--- src/rtl/fpll_pkg.sv ---
// Shared types and constants of the four-pole ladder low-pass filter.
// No dependencies; used by fpll_mul, fpll_core and four_pole_ladder_lowpass.
package fpll_pkg;

    localparam int SAMPLE_W   = 16;
    localparam int COEF_W     = 15;
    localparam int WORD_W     = 32;
    localparam int WIDEN_SH   = 14;
    localparam int FB_SH      = 3;
    localparam int DIGIT_W    = 4;
    localparam int MUL_DIGITS = 4;
    localparam int COEF_SR_W  = DIGIT_W * MUL_DIGITS;
    localparam int ACC_W      = WORD_W + DIGIT_W + 1;
    localparam int DIG_CNT_W  = $clog2(MUL_DIGITS);
    localparam int REG_IDX_W  = 1;

    localparam logic [REG_IDX_W-1:0] REG_CUTOFF    = 1'd0;
    localparam logic [REG_IDX_W-1:0] REG_RESONANCE = 1'd1;

    localparam logic [COEF_W-1:0] CUTOFF_RST    = 15'd2048;
    localparam logic [COEF_W-1:0] RESONANCE_RST = 15'd0;

    localparam logic [DIG_CNT_W-1:0] DIG_LAST = DIG_CNT_W'(MUL_DIGITS - 1);

    typedef enum logic [2:0] {
        OP_FEEDBACK = 3'd0,
        OP_POLE1    = 3'd1,
        OP_POLE2    = 3'd2,
        OP_POLE3    = 3'd3,
        OP_POLE4    = 3'd4
    } t_op;

    typedef enum logic [4:0] {
        S_IDLE = 5'b00001,
        S_LOAD = 5'b00010,
        S_MUL  = 5'b00100,
        S_FIN  = 5'b01000,
        S_PUSH = 5'b10000
    } t_state;

    typedef struct packed {
        logic load;
        logic step;
    } t_mul_ctl;

    typedef struct packed {
        logic idle;
        logic push;
    } t_core_stat;

endpackage

--- src/rtl/fpll_mul.sv ---
// Digit-serial signed multiplier: 32-bit word times 15-bit coefficient, one 4-bit digit a cycle while stepping.
// Returns (word * coef) >>> 16, the high word of word * (coef << 16). Depends on fpll_pkg.
module fpll_mul (
    input  logic                                i_clk,
    input  fpll_pkg::t_mul_ctl                  i_ctl,
    input  logic [fpll_pkg::WORD_W-1:0]         i_mcand,
    input  logic [fpll_pkg::COEF_W-1:0]         i_coef,
    output logic [fpll_pkg::WORD_W-1:0]         o_prod
);

    logic        [fpll_pkg::WORD_W-1:0]    r_mcand;
    logic        [fpll_pkg::COEF_SR_W-1:0] r_coef;
    logic signed [fpll_pkg::ACC_W-1:0]     r_acc;
    logic signed [fpll_pkg::ACC_W-1:0]     n_acc;

    logic signed [fpll_pkg::ACC_W:0]       w_mc_ext;
    logic signed [fpll_pkg::ACC_W:0]       w_dig_ext;
    logic signed [fpll_pkg::ACC_W:0]       w_pp;
    logic signed [fpll_pkg::ACC_W:0]       w_sum;

    always_comb begin
        w_mc_ext  = {{(fpll_pkg::ACC_W + 1 - fpll_pkg::WORD_W){r_mcand[fpll_pkg::WORD_W-1]}},
                     r_mcand};
        w_dig_ext = {{(fpll_pkg::ACC_W + 1 - fpll_pkg::DIGIT_W){1'b0}},
                     r_coef[fpll_pkg::DIGIT_W-1:0]};
        w_pp      = w_mc_ext * w_dig_ext;
        w_sum     = {r_acc[fpll_pkg::ACC_W-1], r_acc} + w_pp;
        n_acc     = fpll_pkg::ACC_W'(w_sum >>> fpll_pkg::DIGIT_W);
    end

    always_ff @(posedge i_clk) begin
        if (i_ctl.load) begin
            r_mcand <= i_mcand;
            r_coef  <= fpll_pkg::COEF_SR_W'(i_coef);
            r_acc   <= '0;
        end else if (i_ctl.step) begin
            r_coef  <= r_coef >> fpll_pkg::DIGIT_W;
            r_acc   <= n_acc;
        end
    end

    assign o_prod = r_acc[fpll_pkg::WORD_W-1:0];

endmodule

--- src/rtl/fpll_core.sv ---
// Sequencer and state of the ladder: feedback, then four one-pole updates, all on one
// shared digit-serial multiplier. Depends on fpll_pkg and fpll_mul.
module fpll_core (
    input  logic                            i_clk,
    input  logic                            i_rst_n,
    input  logic                            i_start,
    input  logic [fpll_pkg::SAMPLE_W-1:0]   i_sample,
    input  logic [fpll_pkg::COEF_W-1:0]     i_cutoff,
    input  logic [fpll_pkg::COEF_W-1:0]     i_resonance,
    input  logic                            i_out_free,
    output fpll_pkg::t_core_stat            o_stat,
    output logic [fpll_pkg::WORD_W-1:0]     o_pole4
);

    fpll_pkg::t_state                   r_state;
    fpll_pkg::t_op                      r_op;
    logic [fpll_pkg::DIG_CNT_W-1:0]     r_dig;
    logic [fpll_pkg::WORD_W-1:0]        r_v;
    logic [fpll_pkg::WORD_W-1:0]        r_pole1;
    logic [fpll_pkg::WORD_W-1:0]        r_pole2;
    logic [fpll_pkg::WORD_W-1:0]        r_pole3;
    logic [fpll_pkg::WORD_W-1:0]        r_pole4;

    fpll_pkg::t_mul_ctl                 w_ctl;
    logic [fpll_pkg::WORD_W-1:0]        w_mcand;
    logic [fpll_pkg::COEF_W-1:0]        w_coef;
    logic [fpll_pkg::WORD_W-1:0]        w_prod;

    fpll_mul u_mul (
        .i_clk   (i_clk),
        .i_ctl   (w_ctl),
        .i_mcand (w_mcand),
        .i_coef  (w_coef),
        .o_prod  (w_prod)
    );

    always_comb begin
        w_ctl.load = (r_state == fpll_pkg::S_LOAD);
        w_ctl.step = (r_state == fpll_pkg::S_MUL);
        w_coef     = i_cutoff;
        case (r_op)
            fpll_pkg::OP_FEEDBACK: begin
                w_mcand = r_pole4 - r_v;
                w_coef  = i_resonance;
            end
            fpll_pkg::OP_POLE1: w_mcand = r_v - r_pole1;
            fpll_pkg::OP_POLE2: w_mcand = r_pole1 - r_pole2;
            fpll_pkg::OP_POLE3: w_mcand = r_pole2 - r_pole3;
            fpll_pkg::OP_POLE4: w_mcand = r_pole3 - r_pole4;
            default:            w_mcand = '0;
        endcase
    end

    always_ff @(posedge i_clk) begin
        if (!i_rst_n) begin
            r_state <= fpll_pkg::S_IDLE;
            r_op    <= fpll_pkg::OP_FEEDBACK;
            r_dig   <= '0;
            r_pole1 <= '0;
            r_pole2 <= '0;
            r_pole3 <= '0;
            r_pole4 <= '0;
        end else begin
            case (r_state)
                fpll_pkg::S_IDLE: begin
                    if (i_start) begin
                        r_v     <= {{(fpll_pkg::WORD_W - fpll_pkg::SAMPLE_W - fpll_pkg::WIDEN_SH)
                                     {i_sample[fpll_pkg::SAMPLE_W-1]}},
                                    i_sample, {fpll_pkg::WIDEN_SH{1'b0}}};
                        r_op    <= fpll_pkg::OP_FEEDBACK;
                        r_state <= fpll_pkg::S_LOAD;
                    end
                end
                fpll_pkg::S_LOAD: begin
                    r_dig   <= '0;
                    r_state <= fpll_pkg::S_MUL;
                end
                fpll_pkg::S_MUL: begin
                    r_dig <= r_dig + 1'b1;
                    if (r_dig == fpll_pkg::DIG_LAST) begin
                        r_state <= fpll_pkg::S_FIN;
                    end
                end
                fpll_pkg::S_FIN: begin
                    case (r_op)
                        fpll_pkg::OP_FEEDBACK: r_v     <= r_v - (w_prod << fpll_pkg::FB_SH);
                        fpll_pkg::OP_POLE1:    r_pole1 <= r_pole1 + w_prod;
                        fpll_pkg::OP_POLE2:    r_pole2 <= r_pole2 + w_prod;
                        fpll_pkg::OP_POLE3:    r_pole3 <= r_pole3 + w_prod;
                        fpll_pkg::OP_POLE4:    r_pole4 <= r_pole4 + w_prod;
                        default:               r_v     <= r_v;
                    endcase
                    if (r_op == fpll_pkg::OP_POLE4) begin
                        r_state <= fpll_pkg::S_PUSH;
                    end else begin
                        r_op    <= fpll_pkg::t_op'(r_op + 3'd1);
                        r_state <= fpll_pkg::S_LOAD;
                    end
                end
                fpll_pkg::S_PUSH: begin
                    if (i_out_free) begin
                        r_state <= fpll_pkg::S_IDLE;
                    end
                end
                default: r_state <= fpll_pkg::S_IDLE;
            endcase
        end
    end

    assign o_stat.idle = (r_state == fpll_pkg::S_IDLE);
    assign o_stat.push = (r_state == fpll_pkg::S_PUSH) && i_out_free;
    assign o_pole4     = r_pole4;

endmodule

--- src/rtl/four_pole_ladder_lowpass.sv ---
// Top level of the four-pole resonant ladder low-pass filter: handshakes, coefficient
// registers, output saturation and output register. Depends on fpll_pkg and fpll_core.
//
//   channel  | direction | handshake                 | payload
//   ---------+-----------+---------------------------+--------------------------------
//   input    | in        | i_in_valid / o_in_stall   | i_sample_in  (s16)
//   output   | out       | o_out_valid / i_out_stall | o_sample_out (s16)
//   config   | in        | i_cfg_valid / o_cfg_ready | i_cfg_index, i_cfg_data (u15)
//
// o_out_valid rises once the accepted input beat is through the core: five multiplies (feedback
// and four poles) share one 4-bit-digit serial multiplier, each via load, multiply and finish, plus one push.
// A new beat is accepted only once the previous result is pushed and the core is idle again.
// Synchronous active-low reset clears the poles and sets cutoff 2048, resonance 0.
// A stalled output holds its beat; the core waits before overwriting it.
module four_pole_ladder_lowpass (
    input  logic                                i_clk,
    input  logic                                i_rst_n,
    input  logic                                i_in_valid,
    output logic                                o_in_stall,
    input  logic signed [fpll_pkg::SAMPLE_W-1:0] i_sample_in,
    output logic                                o_out_valid,
    input  logic                                i_out_stall,
    output logic signed [fpll_pkg::SAMPLE_W-1:0] o_sample_out,
    input  logic                                i_cfg_valid,
    output logic                                o_cfg_ready,
    input  logic [fpll_pkg::REG_IDX_W-1:0]      i_cfg_index,
    input  logic [fpll_pkg::COEF_W-1:0]         i_cfg_data
);

    logic [fpll_pkg::COEF_W-1:0]    r_cutoff;
    logic [fpll_pkg::COEF_W-1:0]    r_resonance;
    logic                           r_out_valid;
    logic [fpll_pkg::SAMPLE_W-1:0]  r_out_data;
    logic [fpll_pkg::SAMPLE_W-1:0]  n_out_data;

    fpll_pkg::t_core_stat           w_stat;
    logic [fpll_pkg::WORD_W-1:0]    w_pole4;
    logic                           w_out_free;
    logic                           w_start;

    assign w_out_free = !r_out_valid || !i_out_stall;
    assign w_start    = i_in_valid && w_stat.idle;
    assign o_in_stall = !w_stat.idle;
    assign o_cfg_ready = 1'b1;

    fpll_core u_core (
        .i_clk       (i_clk),
        .i_rst_n     (i_rst_n),
        .i_start     (w_start),
        .i_sample    (i_sample_in),
        .i_cutoff    (r_cutoff),
        .i_resonance (r_resonance),
        .i_out_free  (w_out_free),
        .o_stat      (w_stat),
        .o_pole4     (w_pole4)
    );

    // pole4 >>> 14 fits 16 bits when bits 31..29 agree
    always_comb begin
        if ((w_pole4[31:29] == 3'b000) || (w_pole4[31:29] == 3'b111)) begin
            n_out_data = w_pole4[29:14];
        end else if (w_pole4[31]) begin
            n_out_data = {1'b1, {(fpll_pkg::SAMPLE_W - 1){1'b0}}};
        end else begin
            n_out_data = {1'b0, {(fpll_pkg::SAMPLE_W - 1){1'b1}}};
        end
    end

    always_ff @(posedge i_clk) begin
        if (!i_rst_n) begin
            r_cutoff    <= fpll_pkg::CUTOFF_RST;
            r_resonance <= fpll_pkg::RESONANCE_RST;
            r_out_valid <= 1'b0;
        end else begin
            if (i_cfg_valid) begin
                case (i_cfg_index)
                    fpll_pkg::REG_CUTOFF:    r_cutoff    <= i_cfg_data;
                    fpll_pkg::REG_RESONANCE: r_resonance <= i_cfg_data;
                    default:                 r_cutoff    <= r_cutoff;
                endcase
            end
            if (w_stat.push) begin
                r_out_valid <= 1'b1;
            end else if (!i_out_stall) begin
                r_out_valid <= 1'b0;
            end
        end
    end

    always_ff @(posedge i_clk) begin
        if (w_stat.push) begin
            r_out_data <= n_out_data;
        end
    end

    assign o_out_valid  = r_out_valid;
    assign o_sample_out = r_out_data;

endmodule

--- config.mk ---
export PLATFORM = sky130hd
export DESIGN_NAME = four_pole_ladder_lowpass
export DESIGN_NICKNAME = d
export VERILOG_FILES = /design/src/rtl/fpll_pkg.sv /design/src/rtl/fpll_mul.sv /design/src/rtl/fpll_core.sv /design/src/rtl/four_pole_ladder_lowpass.sv
export SDC_FILE = /design/constraint.sdc
export NUM_CORES = 2
export LEC_CHECK = 0
export BUFFER_PORTS_ARGS = -buffer_cell sky130_fd_sc_hd__buf_2
export CORE_MARGIN = 2
export CORE_UTILIZATION = 45
export CTS_BUF_LIST = sky130_fd_sc_hd__clkbuf_8
export DETAILED_ROUTE_END_ITERATION = 8
export GPL_ROUTABILITY_DRIVEN = 0
export PLACE_DENSITY = 0.57
export SETUP_SLACK_MARGIN = 0.05
export SYNTH_ARGS = -nofsm -noshare
export SYNTH_HDL_FRONTEND = slang
export SYNTH_SLANG_ARGS = --single-unit
--- constraint.sdc ---
create_clock -name i_clk -period 9.4 [get_ports i_clk]
set_clock_uncertainty 0.2 [all_clocks]
set_input_delay 0.47 -clock i_clk [delete_from_list [all_inputs] [get_ports i_clk]]
set_output_delay 0.47 -clock i_clk [all_outputs]
set_load 0.01 [all_outputs]
==> reports/qor.yml <==
status:
  outcome: "finished, final reports clean"
timing:
  grt_setup_unrepaired: "false"
  maxSlewHeadroom: 0.1957
  hold_ws_ps: 65.15
  worst_pin_slew_ps: 1204
  max_freq_ghz: 0.1795
  setup_viol: 0
  setup_tns_ps: 0
  report.final.slew_viol_count: 0
  hold_viol_final: 0
  fin_crit_ps: 5570
  fin_crit_sh: 0.5926
clocking:
  h-tree-depth: 2
  cts.sinks: 295
  cts-buffers-inserted: 57
  cts.repair.resized: 0
  clock_path_buffers: 3
  clkTransAtPathRegs_ps: 60
  cts_tree: "built"
  clk_latency_ps: 680
  root_buffer: "clkbuf_8"
yosys:
  synth-edff-count: 92
  synth_cell_type_count: 96
  synthCells: 4024
  synth.avg_cell_area_um2: 7.867
  synthArstFlopShare: 0
  synth-seq-area-share: 0.2156
  synth_most_common_cell: "nand2_1"
  synth_top_area_frac: 0.1498
  syn_area_um2: 31660
  synth_warnings: 0
  ys_top_cells_by_area: "ha_1 (15%), dfxtp_1 (13%), edfxtp_1 (8.7%)"
  synth_flop_cell: "dfxtp_1"
  syn-num-nets: 4547
  ys_top_cells_by_count: "nand2_1 (485), inv_1 (400), a21oi_1 (380)"
  yosys.area.top_type: "ha_1"
  ys_seq_elements: 295
global_route:
  grtUsageMet2: 0.4153
  grt.met1_usage: 0.4004
  grt_first_pass_wirelength_um: 155500
  grtUsageTotal: 0.2707
  grt_pass1_vias: 27877
  grt_start_max_net_pins: 88
  grt_use_met3: 0.03153
  busiest_layer: "met2"
  antenna_found_initial: 3
  grt_overflow: 0
critical_path:
  cp.required_ps: 9730
  crit_path_start_kind: "flip-flop"
  crit_chain: "buf_4, nand2_1, fa_1, inv_1, fa_1, inv_1, fa_1, inv_1, ha_1, or3_1, o311ai_1, o211a_2, o21ba_2, o21ai_1, a2111oi_0, nor2_1, xnor2_1, o22ai_1"
  worstSetupPathType: "reg2reg"
  cp-end-kind: "flip-flop"
  slowest_stage: "a2111oi_0"
  reg2reg_setup_slack_ps: 3830
  cp.arrival_ps: 5910
  path_max_fanout: 32
  cpPeakStageDelay_ps: 670
placement:
  portBuffers: 54
  hpwlAfterDp_um: 79440
  post_dp_cell_area_um2: 32920
route:
  routedWlPerCell_um: 19.67
  firstDrtPassIters: 5
  vias: 28976
  drc: 0
  viasPerCell: 5.717
  drt_iter0_drc: 2427
  ant_nets: 0
  wl_um: 99680
pwr:
  ir_drop_uv: 184.3
  p_switching_mw: 3.737
  comb_power_share: 0.600
  cellPowerDensity_nw_per_um2: 228.7
  p_sw_frac: 0.4747
  p_seq_frac: 0.228
  internal_power_mw: 4.136
  p_leak_nw: 15.30
  p_clk_frac: 0.172
final_layout:
  drive_gt1_frac: 0.05597
  final_cell_area_um2: 34420
  syn_to_final_growth_pct: 8.739
  nets: 4602
run:
  max_cap_violations: 0
worst_hold_path:
  hold_class: "in2reg"
floorplanning:
  coreArea_um2: 69790
  die_x_um: 269.2
  die_h_um: 269.2
  rows: 97
  initial_core_util: 0.4536
  io_pins: 56
  die_area_um2: 72490
state kept, by name, indices dropped and copies added, names as in the netlist, 16 cells and up:
signal                count
u_core.r_pole3           32
u_core.r_pole2           32
u_core.u_mul.r_acc       34
u_core.r_pole1           32
o_sample_out             16
u_core.o_pole4           32
u_core.r_v               29
u_core.u_mul.r_mcand     32
power by group through the flow:
stage / Combinational [mW] / Sequential [mW] / Clock, mW
after CTS: 4.71 / 1.78 / 1.39
final: 4.73 / 1.79 / 1.35
after floorplan: 3.63 / 1.63 / 0
after detailed placement: 4.65 / 1.81 / 0
after global routing: 5.33 / 1.81 / 1.45
after global placement: 4.66 / 1.80 / 0
what timing repair did:
action,in CTS,in global routing
buffers inserted,0,0
hold endpoints to repair,49,0
hold buffers,32,0
layer usage:
metal / vias up / wire length [µm]
met4: 0 / 2505
met2: 725 / 41780
met1: 13762 / 49380
met5: - / 0
li1: 14353 / -
met3: 136 / 6016
layout by cell type (no fill, tap or decap), types with 14 or more instances in the layout:
master / n
xnor2_1: 166
nand3_1: 82
nand2b_1: 49
nand4_1: 26
buf_4: 33
o21ai_0: 184
a31oi_1: 45
a211o_1: 14
mux2i_1: 20
nor2_1: 259
clkbuf_8: 69
or2_2: 15
xor2_1: 98
buf_2: 54
nand2_1: 485
o21a_1: 38
and3_1: 33
dfxtp_1: 203
o21bai_1: 40
inv_1: 413
a22oi_1: 15
o211ai_1: 38
a21o_1: 158
fa_1: 107
a211oi_1: 55
and2_1: 89
or3_1: 31
nor3_1: 64
o22ai_1: 29
nor2b_1: 39
a221oi_1: 15
o31ai_1: 20
o21ai_1: 38
dlygate4sd3_1: 32
a21oi_1: 379
edfxtp_1: 92
ha_1: 379
cell families (layout without fill, tap and decap cells):
family | Yosys count | in the layout | share of synthesized area
and+or+nand+nor | 1237 | 1237 | 0.1820
DFF | 295 | 295 | 0.2156
AOI/OAI and AO/OA | 1192 | 1192 | 0.2418
adders and majority gates | 486 | 486 | 0.2175
xor gates and xnor gates | 264 | 264 | 0.07304
buffers and inverters | 526 | 629 | 0.06256
muxes | 23 | 23 | 0.007391
other | 1 | 2 | 0.0001185
through the flow:
step,worst slack [ps],power (mW),std cells,util
3_5_place_dp,3721,6.456,4928,0.4717
3_3_place_gp,3840,6.462,4928,0.4717
2_1_floorplan,4415,5.252,4024,-
5_1_grt,3494,8.582,5068,0.4933
4_1_cts,3746,7.875,5067,0.4933
6_report,3830,7.873,5068,0.4933
layout make-up:
type	instances	area, µm²
antenna	1	2.502
clock buffer	69	949.7
clock inverter	38	236.5
fill	7052	35360
inverter	403	1515
multi-input combinational	3203	22880
sequential	295	6827
tap	940	1176
timing repair buffer	119	838.3
worst max-delay path: cells and delay by family, from the launching register on:
family	cells	cell delay, ps
AO/OA/AOI/OAI	6	1840
adder cells (fa/ha/maj)	4	1710
AND/OR/NAND/NOR	3	640
buffers and inverters	4	480
flip-flops	1	330
XOR/XNOR	1	200
worst paths after layout:
check / cells past startpoint / end / from
max reg2reg: 18 / u_core.u_mul.r_acc[26]$_SDFFE_PP0P_ / u_core.u_mul.r_coef[0]$_DFFE_PP_
max: 18 / u_core.u_mul.r_acc[26]$_SDFFE_PP0P_ / u_core.u_mul.r_coef[0]$_DFFE_PP_
min: 4 / u_core.r_v[24]$_DFFE_PP_ / i_sample_in[10]
min reg2reg: 2 / r_cutoff[2]$_SDFFE_PN0P_ / r_cutoff[2]$_SDFFE_PN0P_
Power figures use the tool's default switching activity.
